<file path="src/hdl/sdc_pkg.sv">
// ----------------------------------------------------------------------------
// sdc_pkg
// shared types and fixed constants of the stereo decimator
// ----------------------------------------------------------------------------
`default_nettype none
package sdc_pkg;

   localparam int SAMPLE_W = 9;
   localparam int OUT_W    = 16;
   localparam int RATE_W   = 24;
   localparam int SUM_W    = 32;
   localparam int PHASE_W  = 25;
   localparam int CSR_IDX_W = 3;

   localparam logic [CSR_IDX_W-1:0] REG_INPUT_RATE  = 3'd0;
   localparam logic [CSR_IDX_W-1:0] REG_OUTPUT_RATE = 3'd1;
   localparam logic [CSR_IDX_W-1:0] REG_AVERAGE_EN  = 3'd2;
   localparam logic [CSR_IDX_W-1:0] REG_HIGHPASS_EN = 3'd3;
   localparam logic [CSR_IDX_W-1:0] REG_LOWPASS_EN  = 3'd4;

   localparam logic [RATE_W-1:0] INPUT_RATE_RST  = 24'd1048576;
   localparam logic [RATE_W-1:0] OUTPUT_RATE_RST = 24'd48000;

   localparam int SAMPLES_PER_UNIT = 240;
   localparam int OUT_SCALE        = 16383;

   // control from the top level to each lane
   typedef struct packed {
      logic start;
      logic take;
      logic highpass_en;
      logic lowpass_en;
   } sdc_ctl_type;

   // status from one lane back to the top level
   typedef struct packed {
      logic idle;
      logic done;
   } sdc_sts_type;

endpackage
`default_nettype wire

</file>
<file path="src/hdl/sdc_lane.sv">
// ----------------------------------------------------------------------------
// sdc_lane
// one channel: serial divider for the average, dc blocker, low-pass, scaling
// ----------------------------------------------------------------------------
`default_nettype none
module sdc_lane #(
   parameter int FRAC_BITS   = 20,
   parameter int COUNT_WIDTH = 16
) (
   input  wire                                   clock,
   input  wire                                   reset,
   input  sdc_pkg::sdc_ctl_type                  ctl,
   input  wire [sdc_pkg::SUM_W+FRAC_BITS:0]      numer,
   input  wire [COUNT_WIDTH+7:0]                 denom,
   output sdc_pkg::sdc_sts_type                  sts,
   output logic signed [sdc_pkg::OUT_W-1:0]      result
);
   import sdc_pkg::*;

   localparam int NW  = SUM_W + FRAC_BITS + 1;
   localparam int DW  = COUNT_WIDTH + 8;
   localparam int CW  = $clog2(NW + 1);
   localparam int SW  = FRAC_BITS + 4;
   localparam int YW  = FRAC_BITS + 20;
   localparam int PW  = YW + FRAC_BITS + 16;
   localparam int QW  = PW - FRAC_BITS;

   localparam longint B_VAL = (64'd15734039 + (64'd1 << (31 - FRAC_BITS))) >> (32 - FRAC_BITS);
   localparam longint C_VAL = ((64'd2 << FRAC_BITS) + 64'd2) / 64'd5;
   localparam logic signed [FRAC_BITS:0] B_S = (FRAC_BITS+1)'(B_VAL);
   localparam logic signed [FRAC_BITS:0] C_S = (FRAC_BITS+1)'(C_VAL);
   localparam logic signed [15:0]        K_S = 16'(OUT_SCALE);
   localparam logic signed [PW-1:0] HALF = PW'(1) << (FRAC_BITS - 1);
   localparam logic signed [PW-1:0] S_HI = {{(PW-SW+1){1'b0}}, {(SW-1){1'b1}}};
   localparam logic signed [PW-1:0] S_LO = {{(PW-SW+1){1'b1}}, {(SW-1){1'b0}}};
   localparam logic signed [QW-1:0] O_HI = QW'(32767);
   localparam logic signed [QW-1:0] O_LO = -QW'(32768);

   typedef enum logic [9:0] {
      S_IDLE    = 10'b0000000001,
      S_DIV     = 10'b0000000010,
      S_HP_MUL  = 10'b0000000100,
      S_HP_ADD  = 10'b0000001000,
      S_HP_SUB  = 10'b0000010000,
      S_LP_MUL  = 10'b0000100000,
      S_LP_ADD  = 10'b0001000000,
      S_OUT_MUL = 10'b0010000000,
      S_OUT_SAT = 10'b0100000000,
      S_DONE    = 10'b1000000000
   } state_type;

   state_type               state_ff, state_in;
   logic [CW-1:0]           cnt_ff, cnt_in;
   logic [DW:0]             rem_ff, rem_in;
   logic [NW-1:0]           quo_ff, quo_in;
   logic [DW-1:0]           den_ff, den_in;
   logic signed [YW-1:0]    y_ff, y_in;
   logic signed [PW-1:0]    prod_ff, prod_in;
   logic signed [SW-1:0]    dc_ff, dc_in;
   logic signed [SW-1:0]    sm_ff, sm_in;
   logic signed [OUT_W-1:0] res_ff, res_in;

   logic [DW:0]             rem_sh;
   logic [DW:0]             rem_sub;
   logic signed [YW:0]      hp_diff;
   logic signed [YW:0]      lp_diff;
   logic signed [YW+FRAC_BITS+1:0] hp_prod;
   logic signed [YW+FRAC_BITS+1:0] lp_prod;
   logic signed [YW+15:0]   out_prod;
   logic signed [PW-1:0]    rnd_val;
   logic signed [PW-1:0]    acc_val;
   logic signed [SW-1:0]    acc_sat;
   logic signed [PW-1:0]    neg_prod;
   logic signed [QW-1:0]    q_val;

   always_comb begin
      rem_sh   = {rem_ff[DW-1:0], quo_ff[NW-1]};
      rem_sub  = rem_sh - {1'b0, den_ff};
      hp_diff  = (YW+1)'(y_ff) - (YW+1)'(dc_ff);
      lp_diff  = (YW+1)'(sm_ff) - (YW+1)'(y_ff);
      hp_prod  = hp_diff * B_S;
      lp_prod  = lp_diff * C_S;
      out_prod = y_ff * K_S;
      rnd_val  = (prod_ff + HALF) >>> FRAC_BITS;
      if (state_ff == S_HP_ADD) begin
         acc_val = PW'(dc_ff) + rnd_val;
      end else begin
         acc_val = PW'(y_ff) + rnd_val;
      end
      if (acc_val > S_HI) begin
         acc_sat = SW'(S_HI);
      end else if (acc_val < S_LO) begin
         acc_sat = SW'(S_LO);
      end else begin
         acc_sat = SW'(acc_val);
      end
      // truncate toward zero
      neg_prod = -prod_ff;
      if (prod_ff[PW-1]) begin
         q_val = -QW'(neg_prod >>> FRAC_BITS);
      end else begin
         q_val = QW'(prod_ff >>> FRAC_BITS);
      end
   end

   always_comb begin
      state_in = state_ff;
      cnt_in   = cnt_ff;
      rem_in   = rem_ff;
      quo_in   = quo_ff;
      den_in   = den_ff;
      y_in     = y_ff;
      prod_in  = prod_ff;
      dc_in    = dc_ff;
      sm_in    = sm_ff;
      res_in   = res_ff;
      case (state_ff)
         S_IDLE: begin
            if (ctl.start) begin
               quo_in   = numer;
               den_in   = denom;
               rem_in   = '0;
               cnt_in   = '0;
               state_in = S_DIV;
            end
         end
         S_DIV: begin
            if (rem_sub[DW]) begin
               rem_in = rem_sh;
               quo_in = {quo_ff[NW-2:0], 1'b0};
            end else begin
               rem_in = rem_sub;
               quo_in = {quo_ff[NW-2:0], 1'b1};
            end
            cnt_in = cnt_ff + 1'b1;
            if (cnt_ff == CW'(NW - 1)) begin
               state_in = S_HP_MUL;
            end
         end
         S_HP_MUL: begin
            y_in    = $signed(quo_ff[YW-1:0]);
            prod_in = PW'(hp_diff * B_S);
            if (ctl.highpass_en) begin
               prod_in  = PW'(($signed((YW+1)'($signed(quo_ff[YW-1:0]))) -
                                (YW+1)'(dc_ff)) * B_S);
               state_in = S_HP_ADD;
            end else begin
               state_in = S_LP_MUL;
            end
         end
         S_HP_ADD: begin
            dc_in    = acc_sat;
            state_in = S_HP_SUB;
         end
         S_HP_SUB: begin
            y_in     = y_ff - YW'(dc_ff);
            state_in = S_LP_MUL;
         end
         S_LP_MUL: begin
            prod_in = PW'(lp_prod);
            if (ctl.lowpass_en) begin
               state_in = S_LP_ADD;
            end else begin
               state_in = S_OUT_MUL;
            end
         end
         S_LP_ADD: begin
            sm_in    = acc_sat;
            y_in     = YW'(acc_sat);
            state_in = S_OUT_MUL;
         end
         S_OUT_MUL: begin
            prod_in  = PW'(out_prod);
            state_in = S_OUT_SAT;
         end
         S_OUT_SAT: begin
            if (q_val > O_HI) begin
               res_in = 16'sh7fff;
            end else if (q_val < O_LO) begin
               res_in = -16'sh8000;
            end else begin
               res_in = OUT_W'(q_val);
            end
            state_in = S_DONE;
         end
         S_DONE: begin
            if (ctl.take) begin
               state_in = S_IDLE;
            end
         end
         default: begin
            state_in = S_IDLE;
         end
      endcase
   end

   always_ff @(posedge clock) begin
      if (reset) begin
         state_ff <= S_IDLE;
         dc_ff    <= '0;
         sm_ff    <= '0;
      end else begin
         state_ff <= state_in;
         dc_ff    <= dc_in;
         sm_ff    <= sm_in;
      end
      cnt_ff  <= cnt_in;
      rem_ff  <= rem_in;
      quo_ff  <= quo_in;
      den_ff  <= den_in;
      y_ff    <= y_in;
      prod_ff <= prod_in;
      res_ff  <= res_in;
   end

   assign sts.idle = (state_ff == S_IDLE);
   assign sts.done = (state_ff == S_DONE);
   assign result   = res_ff;

endmodule
`default_nettype wire

</file>
<file path="config.mk">
export PLATFORM = sky130hd
export DESIGN_NAME = sdc_lane
export DESIGN_NICKNAME = d
export VERILOG_FILES = /design/src/hdl/sdc_pkg.sv /design/src/hdl/sdc_lane.sv
export SDC_FILE = /design/constraint.sdc
export NUM_CORES = 2
export LEC_CHECK = 0
export ABC_AREA = 1
export BUFFER_PORTS_ARGS = -buffer_cell sky130_fd_sc_hd__buf_2
export CORE_AREA = 4 4 447 405
export DETAILED_ROUTE_END_ITERATION = 7
export DIE_AREA = 0 0 451 409
export PLACE_DENSITY = 0.54
export RECOVER_POWER = 100
export SETUP_SLACK_MARGIN = 0.5
export SLEW_MARGIN = 30
export SYNTH_ARGS = -nofsm -noshare
export SYNTH_HDL_FRONTEND = slang
export SYNTH_SLANG_ARGS = --single-unit
</file>
<file path="constraint.sdc">
create_clock -name clock -period 7.45 [get_ports clock]
set_input_delay 0.3725 -clock clock [delete_from_list [all_inputs] [get_ports clock]]
set_output_delay 0.3725 -clock clock [all_outputs]
set_load 0.02 [all_outputs]
</file>
# ---- After elaboration in Yosys (flattened, before gate mapping)
# Index checks and enable logic that the tools add are counted.
# Widths: inputs -> output; s select.
dict set report totals {
  elab_cells 71
  ff_bits 297
  input_bits 83
}
dict set report classes {
  add_sub_neg 11
  mux 22
  n_mul 4
  n_eq_ne 14
  order_cmp 4
  n_reduce_logical 6
}
# op n
set op_table {}
lappend op_table {{$pmux 76 s3} 1}
lappend op_table {{$mux 76} 2}
lappend op_table {{$pmux 40 s3} 1}
lappend op_table {{$mul 41x13->54 const B} 2}
lappend op_table {{$pmux 53 s2} 1}
lappend op_table {{$pmux 10 s10} 1}
lappend op_table {{$mux 24} 4}
lappend op_table {{$sub 40x24->41} 2}
lappend op_table {{$add 76x21->76 const B} 1}
lappend op_table {{$gt 76x24->1 const B} 1}
lappend op_table {{$lt 76x24->1 const B} 1}
lappend op_table {{$neg 76->76} 1}
lappend op_table {{$mul 41x19->60 const B} 1}
lappend op_table {{$add 24x56->57} 1}
lappend op_table {{$add 40x56->57} 1}
lappend op_table {{$gt 56x16->1 const B} 1}
lappend op_table {{$lt 56x16->1 const B} 1}
lappend op_table {{$mux 56} 1}
lappend op_table {{$neg 56->56} 1}
lappend op_table {{$mul 40x15->55 const B} 1}
lappend op_table {{$mux 53} 1}
lappend op_table {{$pmux 24 s2} 1}
lappend op_table {{$sub 24x40->41} 1}
lappend op_table {{$sub 40x24->40} 1}
lappend op_table {{24 further kinds} 31}

# ---- Longest topological paths before layout
dict set report depth {
  ltp_word 7
  mapped_depth 44
}

# ---- Worst setup path after synthesis
# OpenSTA, ideal clock, no wires.
dict set report synth_timing {
  path_kind {reg2reg}
  from {register y_ff[39]}
  to {register prod_ff[58], data pin}
  path_buffers 3
  setup_time_ps 264
  period_less_slack_ps 8163
  t_required_ps 7186
  path_slack_ps -713
  t_arrival_ps 7899
  stages_incl_launch_ff 37
  path_cell_list {edfxtp_1 clkbuf_1 inv_1 ha_1 nand2_1 nor2_1 nand2_1 nor4_1 nand2_1 nand2_1 nand2_1 nand2_1 buf_2 buf_2 ha_1 inv_1 fa_1 inv_1 ha_1 fa_1 fa_1 inv_1 fa_1 inv_1 ha_1 nand2_1 nor2_1 inv_1 nor4_1 nand3_1 nand3_1 nand2_1 nand2_1 a21o_1 nand2_1 a21oi_1 o21ai_0}
}
dict set report synth_between {
  elab_chain_len 4
}
# item line
set synth_rtl {}
lappend synth_rtl {{start, declared} sdc_lane.sv:57} ;# logic signed [YW-1:0] y_ff, y_in;
lappend synth_rtl {{start signal, assigned} sdc_lane.sv:211} ;# y_ff <= y_in;
lappend synth_rtl {{$sub 40x24->41} sdc_lane.sv:79} ;# hp_diff = (YW+1)'(y_ff) - (YW+1)'(dc_ff);
lappend synth_rtl {{$mul 41x13->54} sdc_lane.sv:142} ;# prod_in = PW'(hp_diff * B_S);
lappend synth_rtl {{$mux 76} sdc_lane.sv:143} ;# if (ctl.highpass_en) begin
lappend synth_rtl {{$pmux 76 s3 (*)} sdc_lane.sv:117} ;# case (state_ff)
lappend synth_rtl {{via prod_in[58]} sdc_lane.sv:58} ;# logic signed [PW-1:0] prod_ff, prod_in;
lappend synth_rtl {{end signal, assigned} sdc_lane.sv:212} ;# prod_ff <= prod_in;
lappend synth_rtl {{end, declared} sdc_lane.sv:58}
# The timed path passes the listed nets; every way through them passes the cells marked *.
# A chain may end at the register's enable or synchronous reset.

# ---- Final worst setup path
dict set report layout_timing {
  from {register y_ff[2]}
  to {register prod_ff[44], data pin}
}
# The elaborated chain is that of the path after synthesis.

==> impl_metrics.json <==
{
  "cts_tree": "yes",
  "die_y_um": 409,
  "utilization": 0.543,
  "numCtsBuffers": 39,
  "setup_slack_ns": -0.335,
  "clockBufferDepth": 3,
  "ys_seq_area_frac": 0.113,
  "synthesis.nets": 11200,
  "grt_max_degree": 90,
  "cp_max_fo": 4,
  "syn-instance-count": 9344,
  "crit_buf_inv": 13,
  "rows": 146,
  "synth-async-reset-ratio": 0,
  "io_pins": 101,
  "ys_warn_count": 0,
  "worst-slew-pin-transition_ns": 2.05,
  "gp_congestion": 1.05,
  "critPathRequiredTime_ns": 7.84,
  "arrival_ns": 8.18,
  "synthFlopType": "edfxtp_1",
  "max_stage_delay_ns": 0.58,
  "critPathTopFamily": "adder cells",
  "finalSetupViolCount": 26,
  "layout_min_cycle_time_ns": 7.78,
  "rsz0062_at_grt": "true",
  "slowest_stage": "fa_1",
  "drc_errors": 0,
  "antenna_found_initial": 13,
  "dr.pass1.iters": 6,
  "routed_wl_mm": 298,
  "worstSetupStartpointType": "flop",
  "cp_common_cell": "inv_2",
  "status": "complete, but fails checks",
  "drt-initial-drc-count": 5759,
  "synthDistinctLibCells": 72,
  "grt_pass1_vias": 70200,
  "hp-class": "in2reg",
  "htree_levels": 2,
  "yosys.area.top_type_share": 0.249,
  "port_buffers": 100,
  "vias": 70400,
  "design.core.area_mm2": 0.176,
  "dpl.hpwl_mm": 257,
  "grt_util_all_layers": 0.316,
  "slew_violations": 204,
  "critPathCaptureType": "flop",
  "synthTopCellsByArea": "fa_1 25%, ha_1 15%, inv_1 11%, edfxtp_1 9.6%, nand2_1 9.4%",
  "synth_edf_count": 224,
  "violations": "capacitance limit, slew limit, setup timing",
  "synth_top_area_cell": "fa_1",
  "syn_area_mm2": 0.0701,
  "finalCritPeriodShare": 1.04,
  "relSlewSlack": -0.368,
  "wl_per_cell_um": 21.9,
  "synthTopCellsByCount": "1997 x inv_1, 1756 x nand2_1, 872 x fa_1",
  "maxCapViolCount": 6,
  "cts.sinks": 282,
  "syn2layout_area_growth_pct": 36.1,
  "synth-seq-cells": 282,
  "skew_ns": 0.0333,
  "overflow": 0,
  "clockRootBuffer": "clkbuf_16",
  "avgSynthCellArea_um2": 7.50,
  "crit_type": "reg2reg",
  "finalHoldViolCount": 0,
  "max_freq_ghz": 0.128,
  "drive_gt1_frac": 0.279,
  "die_area_mm2": 0.184,
  "ant_nets": 0,
  "layout.nets": 13000,
  "die_w_um": 451,
  "vias_per_cell": 5.16,
  "start_util": 0.399,
  "yosys.cell_count.top_type": "inv_1",
  "grt_pass1_wl_mm": 439,
  "insertion_delay_ns": 0.64,
  "clk_pin_slew_ns": 0.07
}
## registers in the layout, indices dropped and copies added, names as in the netlist
signal	cells
dc_ff	24
sm_ff	24
state_ff	10
quo_ff	53
result	16
prod_ff	61
cnt_ff	6
rem_ff	24
y_ff	40
den_ff	24
## worst paths after layout
check	from	to	slack, ns	cells past startpoint
worst max-delay path	y_ff[2]$_DFFE_PP_	prod_ff[44]$_DFFE_PP_	-0.33	41
worst min-delay path	numer[13]	quo_ff[13]$_DFFE_PP_	0.03	3
worst max register to register	y_ff[2]$_DFFE_PP_	prod_ff[44]$_DFFE_PP_	-0.33	41
worst min register to register	sm_ff[0]$_SDFFE_PP0P_	sm_ff[0]$_SDFFE_PP0P_	0.47	2
## metal layers
| metal | GRT usage | part of all wire | routed length, um | up-vias |
|---|---|---|---|---|
| met5 | 0 | 0 | 0 | - |
| met4 | 0.132 | 0.053 | 15700 | 0 |
| met3 | 0.0518 | 0.074 | 22100 | 432 |
| met2 | 0.490 | 0.44 | 131000 | 2337 |
| met1 | 0.436 | 0.43 | 130000 | 34000 |
| li1 | - | - | - | 33600 |
## worst register-to-register path: cells and delay by family (launching register included)
family	cells	cell delay [ns]
simple gates	12	1.78
xor+xnor	3	0.60
compound gates	6	0.76
buf+inv	13	1.33
flops	1	0.42
fa+ha+maj	7	2.70
## logic make-up after synthesis
group / Yosys count / synth area share
AO/OA/AOI/OAI: 1582 / 0.127
AND/OR/NAND/NOR: 3264 / 0.198
buffers and inverters: 2118 / 0.115
adder cells (fa/ha/maj): 1726 / 0.401
multiplexers: 2 / 0.000321
XOR/XNOR: 370 / 0.0463
flip-flops: 282 / 0.113
## cell type report
| cell class | count | area [um2] |
|---|---|---|
| sequential | 282 | 7890 |
| antenna | 2 | 5.00 |
| fill | 16900 | 80300 |
| multi-input combinational | 6944 | 60600 |
| clock buffer | 42 | 1010 |
| clock inverter | 30 | 348 |
| tap | 2368 | 2960 |
| inverter | 2013 | 7580 |
| timing repair buffer | 1958 | 15000 |
## metrics by stage
step	TNS (ns)	setup WS (ns)	hold WS (ns)	std cells	instance area, um2
4_1_cts	-2.63	-0.177	0.000338	13500	91100
3_5_place_dp	-20.22	-0.928	0.462	13400	86700
5_1_grt	-12.42	-0.593	0.0246	13600	95400
6_report	-4.97	-0.335	0.0277	13600	95400
3_3_place_gp	-20.59	-0.970	0.458	13400	86600
2_1_floorplan	0	0.100	0.445	9344	71200
## what timing repair did
| action | in CTS | in global routing |
|---|---|---|
| hold endpoints to repair | 53 | 0 |
| resized for setup | 453 | 751 |
| pin swaps | 206 | 253 |
| endpoints found under the setup margin | 76 | 114 |
| hold buffers | 53 | 0 |
| setup buffers | 62 | 98 |
## layout by cell type (no fill, tap or decap), types with 53 or more instances in the layout
cell	instances
inv_1	1863
buf_4	1706
nand2_1	1649
fa_1	855
nor2_1	699
ha_1	674
a21oi_1	515
o21ai_0	382
nand3_1	284
edfxtp_1	224
xor2_1	192
ha_4	174
inv_2	139
nand2_2	119
nor2_2	115
a21oi_2	109
xnor2_1	102
a31oi_1	82
buf_6	78
buf_2	77
o21ai_1	76
nor3_1	62
nand4_1	60
dfxtp_1	56
dlygate4sd3_1	53
Power is not shown: default switching activity piles up to over one toggle a cycle in this logic, so the estimate is an artifact.
